**src/hdl/tlvf_pkg.sv**
```systemverilog
// ----------------------------------------------------------------------------
// tlvf_pkg
// Shared types and constants of the subrecord finder.
// ----------------------------------------------------------------------------
package tlvf_pkg;

    localparam int POS_BITS    = 24;
    localparam int SIZE_BITS   = 32;
    localparam int ID_BITS     = 32;
    localparam int OCC_BITS    = 8;
    localparam int STATUS_BITS = 3;
    localparam int QUEUE_DEPTH = 4;

    localparam logic [STATUS_BITS-1:0] ST_FOUND   = 3'd0;
    localparam logic [STATUS_BITS-1:0] ST_END     = 3'd1;
    localparam logic [STATUS_BITS-1:0] ST_ZERO    = 3'd2;
    localparam logic [STATUS_BITS-1:0] ST_TRUNC   = 3'd3;
    localparam logic [STATUS_BITS-1:0] ST_OVERRUN = 3'd4;

    localparam logic KIND_PAYLOAD = 1'b0;
    localparam logic KIND_SUMMARY = 1'b1;

    // One classified input byte: an optional payload result and an
    // optional end-of-record summary.
    typedef struct packed {
        logic                   has_pay;
        logic [7:0]             data;
        logic                   plast;
        logic                   has_sum;
        logic                   found;
        logic [STATUS_BITS-1:0] status;
        logic [POS_BITS-1:0]    position;
        logic [SIZE_BITS-1:0]   size;
    } t_event;

endpackage

```
**src/hdl/tlvf_if.sv**
```systemverilog
// ----------------------------------------------------------------------------
// tlvf_if
// Request channels of the subrecord finder: record bytes in, results out.
// ----------------------------------------------------------------------------
interface tlvf_rec_if;
    logic       valid;
    logic       ready;
    logic [7:0] record_byte;
    logic       record_last;

    modport source (output valid, output record_byte, output record_last, input ready);
    modport sink   (input valid, input record_byte, input record_last, output ready);
endinterface

interface tlvf_res_if;
    logic        valid;
    logic        ready;
    logic        kind;
    logic [7:0]  data_byte;
    logic        payload_last;
    logic        found;
    logic [2:0]  stop_status;
    logic [23:0] found_position;
    logic [31:0] found_size;
    logic        last;

    modport source (output valid, output kind, output data_byte, output payload_last,
                    output found, output stop_status, output found_position,
                    output found_size, output last, input ready);
    modport sink   (input valid, input kind, input data_byte, input payload_last,
                    input found, input stop_status, input found_position,
                    input found_size, input last, output ready);
endinterface

```
**src/hdl/tlvf_front.sv**
```systemverilog
// ----------------------------------------------------------------------------
// tlvf_front
// Accepts record bytes, walks the record and subrecord headers and turns
// each matched payload byte and each record's final byte into an event for the result queue.
// ----------------------------------------------------------------------------
module tlvf_front #(
    parameter int RECORD_HEADER_BYTES = 16,
    parameter int OFFSET_BITS         = 24
) (
    input  logic                      i_clk,
    input  logic                      i_rst_n,
    tlvf_rec_if.sink                  i_rec,
    input  logic [31:0]               i_target_id,
    input  logic [7:0]                i_occurrence,
    input  logic                      i_full,
    output logic                      o_push,
    output tlvf_pkg::t_event          o_event
);
    import tlvf_pkg::*;

    typedef enum logic [4:0] {
        PH_SKIP      = 5'b00001,
        PH_SUBHDR    = 5'b00010,
        PH_PAY_SKIP  = 5'b00100,
        PH_PAY_MATCH = 5'b01000,
        PH_DONE      = 5'b10000
    } t_phase;

    localparam logic [OFFSET_BITS-1:0] OFF_MAX  = {OFFSET_BITS{1'b1}};
    localparam logic [OFFSET_BITS-1:0] HDR_END  = OFFSET_BITS'(RECORD_HEADER_BYTES);
    localparam t_phase                 PH_START = (RECORD_HEADER_BYTES == 0) ? PH_SUBHDR
                                                                             : PH_SKIP;

    logic [OFFSET_BITS-1:0] r_offset, n_offset;
    t_phase                 r_phase, n_phase;
    logic [2:0]             r_hidx, n_hidx;
    logic [ID_BITS-1:0]     r_cur_id, n_cur_id;
    logic [SIZE_BITS-1:0]   r_sub_size, n_sub_size;
    logic [SIZE_BITS-1:0]   r_bytes_left, n_bytes_left;
    logic [OCC_BITS-1:0]    r_match_cnt, n_match_cnt;
    logic [OFFSET_BITS-1:0] r_res_pos, n_res_pos;
    logic [SIZE_BITS-1:0]   r_res_size, n_res_size;
    logic [STATUS_BITS-1:0] r_stop, n_stop;

    logic                   accept;
    logic [7:0]             b;
    logic                   lastb;
    logic [OFFSET_BITS-1:0] next_off;
    logic [ID_BITS-1:0]     id_base;
    logic [SIZE_BITS-1:0]   size_base;
    logic [SIZE_BITS-1:0]   bl_dec;
    logic [4:0]             lane_shift;
    logic                   found;
    t_event                 ev;

    assign i_rec.ready = !i_full;
    assign accept      = i_rec.valid && !i_full;
    assign b           = i_rec.record_byte;
    assign lastb       = i_rec.record_last;
    assign next_off    = (r_offset != OFF_MAX) ? r_offset + 1'b1 : r_offset;
    assign lane_shift  = {r_hidx[1:0], 3'b000};
    assign id_base     = (r_hidx == 3'd0) ? '0 : r_cur_id;
    assign size_base   = (r_hidx == 3'd0) ? '0 : r_sub_size;
    assign bl_dec      = (r_bytes_left != '0) ? r_bytes_left - 1'b1 : r_bytes_left;

    always_comb begin
        n_offset     = next_off;
        n_phase      = r_phase;
        n_hidx       = r_hidx;
        n_cur_id     = r_cur_id;
        n_sub_size   = r_sub_size;
        n_bytes_left = r_bytes_left;
        n_match_cnt  = r_match_cnt;
        n_res_pos    = r_res_pos;
        n_res_size   = r_res_size;
        n_stop       = r_stop;
        ev           = '0;

        unique case (r_phase)
            PH_SKIP: begin
                if (next_off >= HDR_END) begin
                    n_phase = PH_SUBHDR;
                end
                if (lastb) begin
                    if (n_phase == PH_SUBHDR) begin
                        n_stop    = ST_END;
                        n_res_pos = next_off;
                    end else begin
                        n_stop    = ST_TRUNC;
                        n_res_pos = HDR_END;
                    end
                end
            end
            PH_SUBHDR: begin
                if (r_hidx == 3'd0) begin
                    n_res_pos = r_offset;
                end
                n_cur_id   = id_base;
                n_sub_size = size_base;
                if (!r_hidx[2]) begin
                    n_cur_id = id_base | (ID_BITS'(b) << lane_shift);
                end else begin
                    n_sub_size = size_base | (SIZE_BITS'(b) << lane_shift);
                end
                n_hidx = r_hidx + 3'd1;
                if (r_hidx == 3'd7) begin
                    if (n_sub_size == '0) begin
                        n_stop  = ST_ZERO;
                        n_phase = PH_DONE;
                    end else begin
                        n_bytes_left = n_sub_size;
                        n_phase      = PH_PAY_SKIP;
                        if (n_cur_id == i_target_id) begin
                            if (r_match_cnt == i_occurrence) begin
                                n_phase = PH_PAY_MATCH;
                            end else if (r_match_cnt != {OCC_BITS{1'b1}}) begin
                                n_match_cnt = r_match_cnt + 1'b1;
                            end
                        end
                    end
                end
                if (lastb && n_phase != PH_DONE) begin
                    n_stop = (n_phase == PH_SUBHDR) ? ST_TRUNC : ST_OVERRUN;
                end
            end
            PH_PAY_SKIP, PH_PAY_MATCH: begin
                n_bytes_left = bl_dec;
                if (r_phase == PH_PAY_MATCH) begin
                    ev.has_pay = 1'b1;
                    ev.data    = b;
                    ev.plast   = (bl_dec == '0);
                end
                if (bl_dec == '0) begin
                    if (r_phase == PH_PAY_MATCH) begin
                        n_stop     = ST_FOUND;
                        n_res_size = r_sub_size;
                        n_phase    = PH_DONE;
                    end else begin
                        n_phase = PH_SUBHDR;
                        n_hidx  = 3'd0;
                    end
                end
                if (lastb && n_phase != PH_DONE) begin
                    if (n_phase == PH_SUBHDR) begin
                        n_stop    = ST_END;
                        n_res_pos = next_off;
                    end else begin
                        n_stop = ST_OVERRUN;
                    end
                end
            end
            PH_DONE: begin
            end
            default: begin
            end
        endcase

        found = (n_stop == ST_FOUND);
        if (lastb) begin
            ev.has_sum  = 1'b1;
            ev.found    = found;
            ev.status   = n_stop;
            ev.position = POS_BITS'(n_res_pos);
            ev.size     = found ? n_res_size : '0;
            n_offset     = '0;
            n_phase      = PH_START;
            n_hidx       = '0;
            n_cur_id     = '0;
            n_sub_size   = '0;
            n_bytes_left = '0;
            n_match_cnt  = '0;
            n_res_pos    = '0;
            n_res_size   = '0;
            n_stop       = '0;
        end
    end

    assign o_push  = accept && (ev.has_pay || ev.has_sum);
    assign o_event = ev;

    always_ff @(posedge i_clk) begin
        if (!i_rst_n) begin
            r_offset     <= '0;
            r_phase      <= PH_START;
            r_hidx       <= '0;
            r_cur_id     <= '0;
            r_sub_size   <= '0;
            r_bytes_left <= '0;
            r_match_cnt  <= '0;
            r_res_pos    <= '0;
            r_res_size   <= '0;
            r_stop       <= '0;
        end else if (accept) begin
            r_offset     <= n_offset;
            r_phase      <= n_phase;
            r_hidx       <= n_hidx;
            r_cur_id     <= n_cur_id;
            r_sub_size   <= n_sub_size;
            r_bytes_left <= n_bytes_left;
            r_match_cnt  <= n_match_cnt;
            r_res_pos    <= n_res_pos;
            r_res_size   <= n_res_size;
            r_stop       <= n_stop;
        end
    end

endmodule

```
**src/hdl/tlvf_queue.sv**
```systemverilog
// ----------------------------------------------------------------------------
// tlvf_queue
// Short first-in first-out queue of events between the front and back parts.
// ----------------------------------------------------------------------------
module tlvf_queue #(
    parameter int DEPTH = 4
) (
    input  logic             i_clk,
    input  logic             i_rst_n,
    input  logic             i_push,
    input  tlvf_pkg::t_event i_event,
    input  logic             i_pop,
    output logic             o_full,
    output logic             o_empty,
    output tlvf_pkg::t_event o_head
);
    import tlvf_pkg::*;

    localparam int PTR_BITS = (DEPTH > 1) ? $clog2(DEPTH) : 1;
    localparam int CNT_BITS = $clog2(DEPTH + 1);
    localparam logic [PTR_BITS-1:0] PTR_LAST = PTR_BITS'(DEPTH - 1);
    localparam logic [CNT_BITS-1:0] CNT_FULL = CNT_BITS'(DEPTH);

    t_event              r_mem [DEPTH];
    logic [PTR_BITS-1:0] r_wptr, r_rptr;
    logic [CNT_BITS-1:0] r_count;
    logic                do_push, do_pop;

    assign o_full  = (r_count == CNT_FULL);
    assign o_empty = (r_count == '0);
    assign o_head  = r_mem[r_rptr];
    assign do_push = i_push && !o_full;
    assign do_pop  = i_pop && !o_empty;

    always_ff @(posedge i_clk) begin
        if (do_push) begin
            r_mem[r_wptr] <= i_event;
        end
    end

    always_ff @(posedge i_clk) begin
        if (!i_rst_n) begin
            r_wptr  <= '0;
            r_rptr  <= '0;
            r_count <= '0;
        end else begin
            if (do_push) begin
                r_wptr <= (r_wptr == PTR_LAST) ? '0 : r_wptr + 1'b1;
            end
            if (do_pop) begin
                r_rptr <= (r_rptr == PTR_LAST) ? '0 : r_rptr + 1'b1;
            end
            if (do_push && !do_pop) begin
                r_count <= r_count + 1'b1;
            end else if (do_pop && !do_push) begin
                r_count <= r_count - 1'b1;
            end
        end
    end

endmodule

```
**src/hdl/tlvf_back.sv**
```systemverilog
// ----------------------------------------------------------------------------
// tlvf_back
// Expands queued events into result requests and holds them in the output
// register until the consumer takes them.
// ----------------------------------------------------------------------------
module tlvf_back (
    input  logic             i_clk,
    input  logic             i_rst_n,
    input  logic             i_empty,
    input  tlvf_pkg::t_event i_head,
    output logic             o_pop,
    tlvf_res_if.source       o_res
);
    import tlvf_pkg::*;

    logic                   r_ovalid;
    logic                   r_part;
    logic                   r_kind;
    logic [7:0]             r_data;
    logic                   r_plast;
    logic                   r_found;
    logic [STATUS_BITS-1:0] r_status;
    logic [POS_BITS-1:0]    r_pos;
    logic [SIZE_BITS-1:0]   r_size;
    logic                   load;
    logic                   take;
    logic                   send_pay;

    assign load     = !r_ovalid || o_res.ready;
    assign take     = load && !i_empty;
    assign send_pay = i_head.has_pay && !r_part;
    // The event leaves the queue with its final request.
    assign o_pop    = take && !(send_pay && i_head.has_sum);

    always_ff @(posedge i_clk) begin
        if (!i_rst_n) begin
            r_ovalid <= 1'b0;
            r_part   <= 1'b0;
        end else if (load) begin
            r_ovalid <= !i_empty;
            if (take) begin
                r_part <= !o_pop;
            end
        end
    end

    always_ff @(posedge i_clk) begin
        if (take) begin
            if (send_pay) begin
                r_kind   <= KIND_PAYLOAD;
                r_data   <= i_head.data;
                r_plast  <= i_head.plast;
                r_found  <= 1'b0;
                r_status <= '0;
                r_pos    <= '0;
                r_size   <= '0;
            end else begin
                r_kind   <= KIND_SUMMARY;
                r_data   <= '0;
                r_plast  <= 1'b0;
                r_found  <= i_head.found;
                r_status <= i_head.status;
                r_pos    <= i_head.position;
                r_size   <= i_head.size;
            end
        end
    end

    assign o_res.valid          = r_ovalid;
    assign o_res.kind           = r_kind;
    assign o_res.data_byte      = r_data;
    assign o_res.payload_last   = r_plast;
    assign o_res.found          = r_found;
    assign o_res.stop_status    = r_status;
    assign o_res.found_position = r_pos;
    assign o_res.found_size     = r_size;
    assign o_res.last           = (r_kind == KIND_SUMMARY);

endmodule

```
**src/hdl/tlv_subrecord_finder.sv**
```systemverilog
// ----------------------------------------------------------------------------
// tlv_subrecord_finder
// Finds one subrecord in a byte-streamed record and streams its payload.
// ----------------------------------------------------------------------------
// The block takes one record byte per clock cycle while the queue is not
// full, with no gaps of its own. Each byte is classified by the front part
// in the cycle it is accepted and leaves at most one event in a four-entry
// queue; the back part turns each event into result requests through a
// single output register, one per cycle while the consumer is ready. Only
// a record's last byte inside the matched payload yields two requests. The
// user must write the id sought and the occurrence over the register port
// only while no record is in flight; the block itself does not enforce it.
module tlv_subrecord_finder #(
    parameter int RECORD_HEADER_BYTES = 16,
    parameter int OFFSET_BITS         = 24
) (
    input  logic        i_clk,
    input  logic        i_rst_n,
    tlvf_rec_if.sink    i_rec,
    tlvf_res_if.source  o_res,
    input  logic        psel,
    input  logic        penable,
    input  logic        pwrite,
    input  logic [2:0]  paddr,
    input  logic [31:0] pwdata,
    output logic [31:0] prdata,
    output logic        pready
);
    import tlvf_pkg::*;

    logic [ID_BITS-1:0]  r_target_id;
    logic [OCC_BITS-1:0] r_occurrence;
    logic                cfg_write;
    logic                q_push, q_pop, q_full, q_empty;
    t_event              q_in, q_head;

    assign pready    = 1'b1;
    assign cfg_write = psel && penable && pwrite;
    assign prdata    = paddr[2] ? 32'(r_occurrence) : r_target_id;

    always_ff @(posedge i_clk) begin
        if (!i_rst_n) begin
            r_target_id  <= '0;
            r_occurrence <= '0;
        end else if (cfg_write) begin
            if (paddr[2]) begin
                r_occurrence <= pwdata[OCC_BITS-1:0];
            end else begin
                r_target_id <= pwdata;
            end
        end
    end

    tlvf_front #(
        .RECORD_HEADER_BYTES (RECORD_HEADER_BYTES),
        .OFFSET_BITS         (OFFSET_BITS)
    ) u_front (
        .i_clk        (i_clk),
        .i_rst_n      (i_rst_n),
        .i_rec        (i_rec),
        .i_target_id  (r_target_id),
        .i_occurrence (r_occurrence),
        .i_full       (q_full),
        .o_push       (q_push),
        .o_event      (q_in)
    );

    tlvf_queue #(
        .DEPTH (QUEUE_DEPTH)
    ) u_queue (
        .i_clk   (i_clk),
        .i_rst_n (i_rst_n),
        .i_push  (q_push),
        .i_event (q_in),
        .i_pop   (q_pop),
        .o_full  (q_full),
        .o_empty (q_empty),
        .o_head  (q_head)
    );

    tlvf_back u_back (
        .i_clk   (i_clk),
        .i_rst_n (i_rst_n),
        .i_empty (q_empty),
        .i_head  (q_head),
        .o_pop   (q_pop),
        .o_res   (o_res)
    );

endmodule
```
**src/flat_wrapper.sv**
```systemverilog
// flat-port wrapper written by rule: the top's interface ports become plain ports
module tlv_subrecord_finder_flat import tlvf_pkg::*;
#(
    parameter int RECORD_HEADER_BYTES = 16,
    parameter int OFFSET_BITS         = 24
)
  (i_clk, i_rst_n, psel, penable, pwrite, paddr, pwdata, prdata, pready, i_rec_valid, i_rec_record_byte, i_rec_record_last, i_rec_ready, o_res_valid, o_res_kind, o_res_data_byte, o_res_payload_last, o_res_found, o_res_stop_status, o_res_found_position, o_res_found_size, o_res_last, o_res_ready);
  tlvf_rec_if i_rec_i ();
  tlvf_res_if o_res_i ();
  input  logic i_clk;
  input  logic i_rst_n;
  input  logic psel;
  input  logic penable;
  input  logic pwrite;
  input  logic [2:0] paddr;
  input  logic [31:0] pwdata;
  output logic [31:0] prdata;
  output logic pready;
  input wire logic [$bits(i_rec_i.valid)-1:0] i_rec_valid;
  input wire logic [$bits(i_rec_i.record_byte)-1:0] i_rec_record_byte;
  input wire logic [$bits(i_rec_i.record_last)-1:0] i_rec_record_last;
  output wire logic [$bits(i_rec_i.ready)-1:0] i_rec_ready;
  output wire logic [$bits(o_res_i.valid)-1:0] o_res_valid;
  output wire logic [$bits(o_res_i.kind)-1:0] o_res_kind;
  output wire logic [$bits(o_res_i.data_byte)-1:0] o_res_data_byte;
  output wire logic [$bits(o_res_i.payload_last)-1:0] o_res_payload_last;
  output wire logic [$bits(o_res_i.found)-1:0] o_res_found;
  output wire logic [$bits(o_res_i.stop_status)-1:0] o_res_stop_status;
  output wire logic [$bits(o_res_i.found_position)-1:0] o_res_found_position;
  output wire logic [$bits(o_res_i.found_size)-1:0] o_res_found_size;
  output wire logic [$bits(o_res_i.last)-1:0] o_res_last;
  input wire logic [$bits(o_res_i.ready)-1:0] o_res_ready;
  assign i_rec_i.valid = i_rec_valid;
  assign i_rec_i.record_byte = i_rec_record_byte;
  assign i_rec_i.record_last = i_rec_record_last;
  assign i_rec_ready = i_rec_i.ready;
  assign o_res_valid = o_res_i.valid;
  assign o_res_kind = o_res_i.kind;
  assign o_res_data_byte = o_res_i.data_byte;
  assign o_res_payload_last = o_res_i.payload_last;
  assign o_res_found = o_res_i.found;
  assign o_res_stop_status = o_res_i.stop_status;
  assign o_res_found_position = o_res_i.found_position;
  assign o_res_found_size = o_res_i.found_size;
  assign o_res_last = o_res_i.last;
  assign o_res_i.ready = o_res_ready;
  tlv_subrecord_finder #(.RECORD_HEADER_BYTES(RECORD_HEADER_BYTES), .OFFSET_BITS(OFFSET_BITS)) u_core (.i_clk(i_clk), .i_rst_n(i_rst_n), .i_rec(i_rec_i), .o_res(o_res_i), .psel(psel), .penable(penable), .pwrite(pwrite), .paddr(paddr), .pwdata(pwdata), .prdata(prdata), .pready(pready));
endmodule
```
**config.mk**
```make
export PLATFORM = sky130hd
export DESIGN_NAME = tlv_subrecord_finder_flat
export DESIGN_NICKNAME = d
export VERILOG_FILES = /design/src/hdl/tlvf_pkg.sv /design/src/hdl/tlvf_if.sv /design/src/hdl/tlvf_front.sv /design/src/hdl/tlvf_queue.sv /design/src/hdl/tlvf_back.sv /design/src/hdl/tlv_subrecord_finder.sv /design/src/flat_wrapper.sv
export SDC_FILE = /design/constraint.sdc
export NUM_CORES = 1
export LEC_CHECK = 0
export ABC_AREA = 1
export BUFFER_PORTS_ARGS = -buffer_cell sky130_fd_sc_hd__buf_2
export CORE_MARGIN = 5
export CORE_UTILIZATION = 55
export CTS_CLUSTER_DIAMETER = 30
export DETAILED_ROUTE_END_ITERATION = 10
export PLACE_DENSITY_LB_ADDON = 0.12
export SLEW_MARGIN = 20
export SYNTH_ARGS = -nofsm -noshare
export SYNTH_HDL_FRONTEND = slang
export SYNTH_SLANG_ARGS = --single-unit
```
**constraint.sdc**
```tcl
create_clock -name i_clk -period 10 [get_ports i_clk]
set_clock_uncertainty 0.15 [all_clocks]
set_input_delay 2 -clock i_clk [delete_from_list [all_inputs] [get_ports i_clk]]
set_output_delay 2 -clock i_clk [all_outputs]
set_load 0.01 [all_outputs]
```
Yosys cells after proc, flatten, opt, wreduce, memory -nomap -nowiden

Memory sizes are Yosys's and may differ from the RTL's. A register that Yosys moved wholly into a read port is not among the register bits.
Index checks and enable logic that the tools add are counted.

Register bits: 314
RAM bits: 284
Output and inout bits: 106
Word-level logic and storage cells: 184
Memories: 1

Add/sub/neg operators: 8
$lt $le $gt $ge: 1
Equality and inequality tests: 23
Shift operators: 1
Muxes and demuxes: 77
Bitwise gates (word level): 3
Reduce and logical (&&, ||, !) cells: 46

Memories:

| name                 | depth | width | rd ports | clocked after memory_dff | write ports | line             | text |
|---|---|---|---|---|---|---|---|
| u_core.u_queue.r_mem | 4     | 71    | 1        | 1                        | 1           | tlvf_queue.sv:24 | `t_event r_mem [DEPTH];` |

Operator list:

| cell                  | number |
|---|---|
| $mux 32               | 20 |
| $mux 24               | 8 |
| $pmux 24 s3           | 1 |
| $logic_not 32->1      | 2 |
| $or 32x32->32         | 2 |
| $pmux 32 s2           | 1 |
| $mux 61               | 1 |
| $mux 8                | 7 |
| $mux 3                | 15 |
| $mux 5                | 9 |
| $eq 32x32->1          | 1 |
| $reduce_bool 32->1    | 1 |
| $shl 8x5->32          | 1 |
| $sub 32x1->32 const B | 1 |
| $add 24x1->24 const B | 1 |
| $ge 24x5->1 const B   | 1 |
| $ne 24x24->1 const B  | 1 |
| $eq 5x2->1 const B    | 4 |
| $mux 10               | 2 |
| $pmux 5 s3            | 1 |
| $logic_and 1x1->1     | 14 |
| $ne 3x3->1 const B    | 4 |
| $mux 2                | 5 |
| $ne 5x5->1 const B    | 2 |
| 27 further kinds      | 54 |

Logic depth before layout (Yosys ltp)

Gate-level depths: netlist (run 1).

Word-level depth: 24
Mapped depth: 27

Modules after synthesis

From an unflattened synthesis (run 1), not the netlist that was laid out.

Cell total of the unflattened synthesis: 3565
Area total of the unflattened synthesis: 29408.2 µm²

By module, submodules not included:

| module               | times used | cells each | area an instance (µm²) | seq. area each (µm²) |
|---|---|---|---|---|
| tlvf_front           | 1          | 2240       | 13466.7                | 3903.7 |
| tlvf_queue           | 1          | 759        | 11030.6                | 8708.4 |
| tlvf_back            | 1          | 233        | 2885.3                 | 2142.1 |
| tlv_subrecord_finder | 1          | 333        | 2025.7                 | 800.8 |

Worst setup path after synthesis (run 1)

No wires, ideal clock.

Kind: input port to flip-flop
From: input o_res_ready
To: register u_core.u_queue.r_count[1]
Arrival: 7.120 ns
Path slack: 2.609 ns
Stages: 8
Path buffers: 0
Cells stage by stage: nor2_1 > a31oi_1 > nand2_1 > ha_1 > inv_1 > fa_1 > o21ai_0 > a21oi_1

Word-level cells in the longest chain between the ends: 7
Elaborated cells on any way between the ends: 9
Classes of those cells: 1 x mux; 8 x reduce/logical

RTL lines:

| what                                        | line               | text |
|---|---|---|
| start, declared                             | flat_wrapper.sv:32 | `input wire logic [$bits(o_res_i.ready)-1:0] o_res_ready;` |
| $logic_or 1x1->1 (*)                        | tlvf_back.sv:29    | `assign load = !r_ovalid \|\| o_res.ready;` |
| $logic_and 1x1->1 (*)                       | tlvf_back.sv:30    | `assign take = load && !i_empty;` |
| via u_core.u_back.take                      | tlvf_back.sv:26    | `logic take;` |
| $logic_and 1x1->1 (*)                       | tlvf_back.sv:33    | `assign o_pop = take && !(send_pay && i_head.has_sum);` |
| $logic_and 1x1->1 (*)                       | tlvf_queue.sv:33   | `assign do_pop = i_pop && !o_empty;` |
| $logic_not 1->1                             | tlvf_queue.sv:53   | `if (do_push && !do_pop) begin` |
| $logic_and 1x1->1                           | tlvf_queue.sv:53   |  |
| $mux 3 or $reduce_bool 2->1 (tied branches) | -                  |  |
| end signal, assigned                        | tlvf_queue.sv:54   | `r_count <= r_count + 1'b1;` |
| end signal, assigned                        | tlvf_queue.sv:56   | `r_count <= r_count - 1'b1;` |
| end, declared                               | tlvf_queue.sv:26   | `logic [CNT_BITS-1:0] r_count;` |

The timed path passes the listed nets; every way through them passes the cells marked *.
A chain may end at the register's enable or synchronous reset.

==> run metrics, run 1 <==
status finished, final reports clean; share of layout cells above drive strength 1 a little over an eighth; gr ovfl total 0; R2R depth 20; Worst-Margin Slew 1160 ps; post_cts resized 0; final setup violation count 0; Clk pin slew, worst setup/hold paths around 50 ps; synth warn 0; LEAKAGE 0.0133 uW; Vias/cell 5.67; DP HPWL 49300 um; Synth cell types 48; post-synthesis cell count approximately 3400; Vias 24186; Synth async-reset ratio 0%; Rel. slew slack 22.5%; Num CTS Buffers 119; crit path to u_core.u_queue.r_mem[2][2]; DR iter-0 viols around 2500; fin util 66.0%; flop-to-flop setup slack 4020 ps; worst r2r dst u_core.u_queue.r_mem[2][2]; Int Pwr 6270 uW; Top Metal Used met4; drt drc 0; final hold viol count 0; Max Cap Viol 0; CP Launch Type flip-flop; die height between 200 and 250 um; final net count 3543; cts hold-fix bufs 0; Critical Path End Type flip-flop; Syn Nets 3432; Fin Setup TNS 0 ps; Worst Path Class, Setup flip-flop to flip-flop; Seq pwr share about 35%; sw power 2700 uW; Sw Ratio between 30% and 40%; GR Util All Layers 27.1%; final worst-path cycle share between 50% and 60%; sequential area share after synthesis approximately 55%; CP startpoint u_core.u_front.r_hidx[0]; met3 WL 5960 um; root buf cell clkbuf_16; Yosys reg bits 600; via count of the first global-routing pass 22851; n_diodes 0; Post CTS Setup Buffer Count 0; most common cell after layout, fill and taps aside nand2_1; Synth Flop Type edfxtp_1; combinational share of power 19.5%; max-slew violation count 0; Die Area 56400 sq um; initial core utilization 55.5%; wirelength, routed approximately 80000 um; gpl congestion 0.936; Post-synth EDFFs 354; met2 routed WL 36800 um; largest net degree at the start of global routing 100; Die W approximately 240 um; worst-path maximum fanout 41; worst r2r src u_core.u_front.r_hidx[0]; RSZ-0062 raised after global routing false; TritonCTS clock tree built; Critical Path AT ~6300 ps; WL/cell 18.6 um; antenna violations before repair 1; clock sink count 600; IO Pins 157; drt pass-1 iters 6; Critical Path RT 10280 ps; H-tree levels 3; Avg Inst Size Synth 8.45 sq um; most frequent cells in the layout nand2_1, nor2_1, edfxtp_1; IO Port Bufs 153; fmax 167 MHz; floorplan row count 83; Metal-1 WL 34600 um; clk_lat worst skew 650 ps; Clock Power Share 46.0%; PD cells around 260 nW/um^2; core area slightly above 50000 sq um; Cell Area, Synth about 28000 sq um; Peak VDD IR 0.000242 V; Min Clock Period, post-route 5980 ps; first-pass GRT wire length between 100000 and 150000 um; Layout area overhead 19.0%; Hold Path Class flip-flop to flip-flop; Post-DRT Antenna Nets 0; CTS max path bufs 3
## state kept, by name (all words and copies together) (netlist names), 2 cells and up, named ones only
name	cells
u_core.r_occurrence	8
u_core.r_target_id	32
u_core.u_back.o_res.data_byte	8
u_core.u_back.o_res.found_position	24
u_core.u_back.o_res.found_size	32
u_core.u_back.o_res.stop_status	3
u_core.u_front.r_bytes_left	32
u_core.u_front.r_cur_id	32
u_core.u_front.r_hidx	3
u_core.u_front.r_match_cnt	8
u_core.u_front.r_offset	24
u_core.u_front.r_phase	5
u_core.u_front.r_res_pos	24
u_core.u_front.r_res_size	32
u_core.u_front.r_stop	3
u_core.u_front.r_sub_size	32
u_core.u_queue.r_count	3
u_core.u_queue.r_mem	284
u_core.u_queue.r_rptr	2
u_core.u_queue.r_wptr	2
## cell usage after synthesis (46+ instances only)
cell / n / share of area (%)
nand2_1: 741 / 9.8
nor2_1: 450 / 5.9
edfxtp_1: 354 / 37
o21ai_0: 293 / 5.2
inv_1: 277 / 3.7
dfxtp_1: 246 / 17
a21oi_1: 219 / 3.9
nand3_1: 161 / 2.8
clkbuf_1: 159 / 2.1
o22ai_1: 62 / 1.4
a211oi_1: 54 / 1.4
nand4_1: 53 / 1.2
xor2_1: 46 / 1.4
## cell families after synthesis
family / count (synthesis) / share of synthesized area [%]
flip-flops: 600 / 54.7
buffers and inverters: 482 / 6.59
XOR/XNOR: 63 / 1.94
adder cells (fa/ha/maj): 13 / 0.598
other: 1 / 0.0132
AO/OA/AOI/OAI: 672 / 13.0
AND/OR/NAND/NOR: 1505 / 22.0
multiplexers: 32 / 1.13
## per-stage QoR
| stage | cell area (sq um) | instances | total power (uW) | hold WS, ps | setup slack, ps |
|---|---|---|---|---|---|
| 2_1_floorplan | 28500 | 3368 | 4310 | 291 | 2610 |
| 3_3_place_gp | 29600 | 4038 | 4840 | 298 | 4140 |
| 3_5_place_dp | 29600 | 4038 | 4890 | 302 | 4090 |
| 4_1_cts | 33900 | 4262 | 9020 | 309 | 4170 |
| 5_1_grt | 33900 | 4262 | 9370 | 318 | 3580 |
| 6_report | 33900 | 4262 | 8960 | 309 | 4020 |
## power by group through the flow
stage / Combinational (uW) / Sequential [uW] / Clock [uW]
floorplan: 1110 / 3200 / 0
global placement: 1710 / 3130 / 0
detailed placement: 1750 / 3140 / 0
CTS: 1770 / 3090 / 4160
global route: 1960 / 3120 / 4300
finish: 1750 / 3090 / 4120
## layer usage
metal	global-route usage, %	up-vias
met4	9.39	0
met5	0	-
li1	-	11584
met2	42.8	994
met1	39.0	11475
met3	3.67	133
## worst max-delay path, stage by stage (launching register included)
cell	delay [ps]
dfxtp_1	710
clkinv_1	640
ha_1	430
nand2_2	420
buf_4	510
nand2_1	80
o21ai_0	220
nor2_1	110
nand4_1	150
nor2_1	60
nand2_1	160
nand2_1	140
o21ai_1	130
nor2_1	60
nand2_1	80
nand3_1	110
nand3_1	160
nand4_1	200
nor2_2	170
nand3_4	510
nor2_1	500
## area by class of cell
cell class                 count  area, sq um
inverter                     291         1100
fill                        4108        17400
multi-input combinational   2286        11100
tap                          680          851
clock inverter                73         1000
timing repair buffer         181          976
clock buffer                 151         3240
sequential                   600        15600
## how the worst min path moves through the flow
stage,slack (ps),cells after the start,start,to
final,310,2,u_core.u_front.r_cur_id[14],u_core.u_front.r_cur_id[14]
after global routing,320,2,u_core.u_front.r_cur_id[18],u_core.u_front.r_cur_id[18]
after CTS,310,2,u_core.u_front.r_cur_id[18],u_core.u_front.r_cur_id[18]
after detailed placement,300,2,u_core.u_front.r_cur_id[20],u_core.u_front.r_cur_id[20]
after global placement,300,2,u_core.u_front.r_cur_id[5],u_core.u_front.r_cur_id[5]
after floorplan,290,2,u_core.u_front.r_cur_id[0],u_core.u_front.r_cur_id[0]
Power figures use the tool's default switching activity.
==> run 2: changes to the inputs <==
==> constraint.sdc (replaced) <==
create_clock -name i_clk -period 4.9 [get_ports i_clk]
set_clock_uncertainty 0.15 [all_clocks]
set_input_delay 0.98 -clock i_clk [delete_from_list [all_inputs] [get_ports i_clk]]
set_output_delay 0.98 -clock i_clk [all_outputs]
set_load 0.01 [all_outputs]
==> run 2 against run 1 <==
Utilization grew 0.75 points. Maximum frequency increased by 39%. Worst hold slack got worse by 1.8 ps. Non-clock buffer count grew 45. Clock power is 100% higher. Global-route usage up 0.66 points. Cell area rose by 1.1%. Sequential cell count unchanged. Cell count is 1.1% higher. Total power up 100%. First-iteration DRC count is 6.9% lower. Setup slack got worse by 3400 ps. Critical path type unchanged. Largest cell class unchanged. Highest routed layer unchanged.
==> run metrics, run 2 (same netlist as run 1, synthesis figures left out) <==
status finished, final reports clean (unchanged); floorplan row count 83 (unchanged); Vias 24357 (was 24186); worst-path maximum fanout 25 (was 41); largest net degree at the start of global routing 93 (was 100); antenna violations before repair 0 (was 1); core area 51300 sq um (unchanged); fin util 66.8% (was 66.0%); Critical Path RT 5130 ps (was 10280 ps); final net count 3590 (was 3543); Min Hold Slack 307 ps (was 309 ps); n_diodes 0 (unchanged); DR iter-0 viols 2334 (was 2508); IO Pins 157 (unchanged); clock sink count 600 (unchanged); Clk pin slew, worst setup/hold paths 50 ps (about the same); WL/cell 18.7 um (was 18.6 um); Seq pwr share 34.6% (was 34.5%); combinational share of power 19.7% (was 19.5%); IO Port Bufs 153 (unchanged); Critical Path End Type flip-flop (unchanged); root buf cell clkbuf_16 (unchanged); Worst-Margin Slew 1010 ps (was 1160 ps); CTS max path bufs 3 (unchanged); clk_lat worst skew 660 ps (was 650 ps); final hold viol count 0 (unchanged); max-slew violation count 0 (unchanged); first-pass GRT wire length 127000 um (was 124000 um); Critical Path AT 4530 ps (was 6260 ps); Int Pwr 12700 uW (was 6270 uW); cell mode on critical path nand2_1; Post CTS Setup Buffer Count 0 (unchanged); Worst Path Class, Setup flip-flop to flip-flop (unchanged); final setup violation count 0 (unchanged); Top reg by flops u_core.u_queue.r_mem (unchanged); Post-DRT Antenna Nets 0 (unchanged); Hold Path Class flip-flop to flip-flop (unchanged); sw power 5600 uW (was 2700 uW); PnR worst setup slack 595 ps (was 4020 ps); Max stage delay cell, worst path nand2_2 (was dfxtp_1); share of layout cells above drive strength 1 14.8% (was 13.6%); Num CTS Buffers 121 (was 119); Setup WS pre-CTS 531 ps (was 4090 ps); Die Area 56400 sq um (unchanged); die height 237 um (unchanged); GR Util All Layers 27.8% (was 27.1%); Max Cap Viol 0 (unchanged); drt pass-1 iters 6 (unchanged); Peak VDD IR 0.000342 V (was 0.000242 V); initial core utilization 55.5% (unchanged); via count of the first global-routing pass 23221 (was 22851); slowest stage delay, CP 350 ps (was 710 ps); TritonCTS clock tree built (unchanged); LEAKAGE 0.0135 uW (was 0.0133 uW); wirelength, routed 80500 um (was 79200 um); final worst-path cycle share 87.9% (was 59.8%); Clock Power Share 45.7% (was 46.0%); Rel. slew slack 32.7% (was 22.5%); Vias/cell 5.65 (was 5.67); drt drc 0 (unchanged); gpl congestion 0.947 (was 0.936); Die W 237 um (unchanged); most frequent cells in the layout nand2_1, nor2_1, edfxtp_1 (unchanged); Critical path buffers and inverters 5 (was 2); gr ovfl total 0 (unchanged); H-tree levels 3 (unchanged); Layout area overhead 20.3% (was 19.0%); Sw Ratio 30.6% (was 30.1%); Min Clock Period, post-route 4310 ps (was 5980 ps); PD cells 535 nW/um^2 (was 265 nW/um^2); RSZ-0062 raised after global routing false (unchanged); max FFs per register 284 (unchanged); family with the most delay on the worst path simple AND/OR/NAND/NOR gates (unchanged); CP Launch Type flip-flop (unchanged); DP HPWL 51800 um (was 49300 um); fmax 232 MHz (was 167 MHz); most common cell after layout, fill and taps aside nand2_1 (unchanged)
[run 2: cell count changes in the layout (fill, tap and decap cells not counted), moves of 3 or more]
cell,previous run,this run
clkinv_4,7,10
clkbuf_1,21,8
nor2_2,36,39
buf_4,28,68
buf_12,0,5
clkinv_1,13,23
clkinvlp_4,10,20
clkinv_2,24,21
[run 2: cell type report]
type / count / area [sq um]
Timing Repair Buffer: 226 / 1380
Sequential cell: 600 / 15600
Inverter: 291 / 1100
Tap cell: 680 / 851
Multi-Input combinational cell: 2286 / 11100
Clock buffer: 138 / 3200
Fill cell: 4171 / 17100
Clock inverter: 90 / 1050
[run 2: worst paths after layout]
kind                                             startpoint                           to  slack [ps]  cells past startpoint
worst max-delay path               u_core.u_front.r_hidx[0]  u_core.u_queue.r_mem[0][28]         590                     25
worst max register to register     u_core.u_front.r_hidx[0]  u_core.u_queue.r_mem[0][28]         590                     25
worst min-delay path            u_core.u_front.r_cur_id[20]  u_core.u_front.r_cur_id[20]         310                      2
worst min register to register  u_core.u_front.r_cur_id[20]  u_core.u_front.r_cur_id[20]         310                      2
[run 2: repair_timing]
| item | CTS | global route |
|---|---|---|
| resized for setup | 0 | 1 |
| hold endpoints to repair | 0 | 0 |
| hold buffers | 0 | 0 |
| setup endpoints to repair | 0 | 100 |
[run 2: layer usage]
| metal | vias up | GRT usage (%) | part of all wire [%] |
|---|---|---|---|
| li1 | 11689 | - | - |
| met1 | 11611 | 39.3 | 44 |
| met2 | 912 | 45.1 | 47 |
| met3 | 145 | 4.10 | 6.8 |
| met4 | 0 | 7.89 | 2.1 |
| met5 | - | 0 | 0 |
[run 2: power by group through the flow]
stage	Clock [uW]	Sequential (uW)	Combinational (uW)
after global placement	0	6410	3540
final	8380	6340	3620
after global routing	8750	6380	4020
after detailed placement	0	6430	3600
after CTS	8460	6340	3630
after floorplan	0	6500	2280
[run 2: metrics by stage]
| step | cells | cell area [sq um] | setup TNS, ps | power, uW |
|---|---|---|---|---|
| after floorplan | 3368 | 28500 | -187880 | 8770 |
| after global placement | 4083 | 30000 | 0 | 9950 |
| after detailed placement | 4083 | 30000 | 0 | 10000 |
| after CTS | 4311 | 34200 | 0 | 18400 |
| after global routing | 4311 | 34300 | 0 | 19200 |
| final | 4311 | 34300 | 0 | 18300 |
[run 2: worst min-delay path, cell delays in order (launching register included)]
cell and delay [ps]:
dfxtp_1 300, nand2_1 60, a21oi_1 50
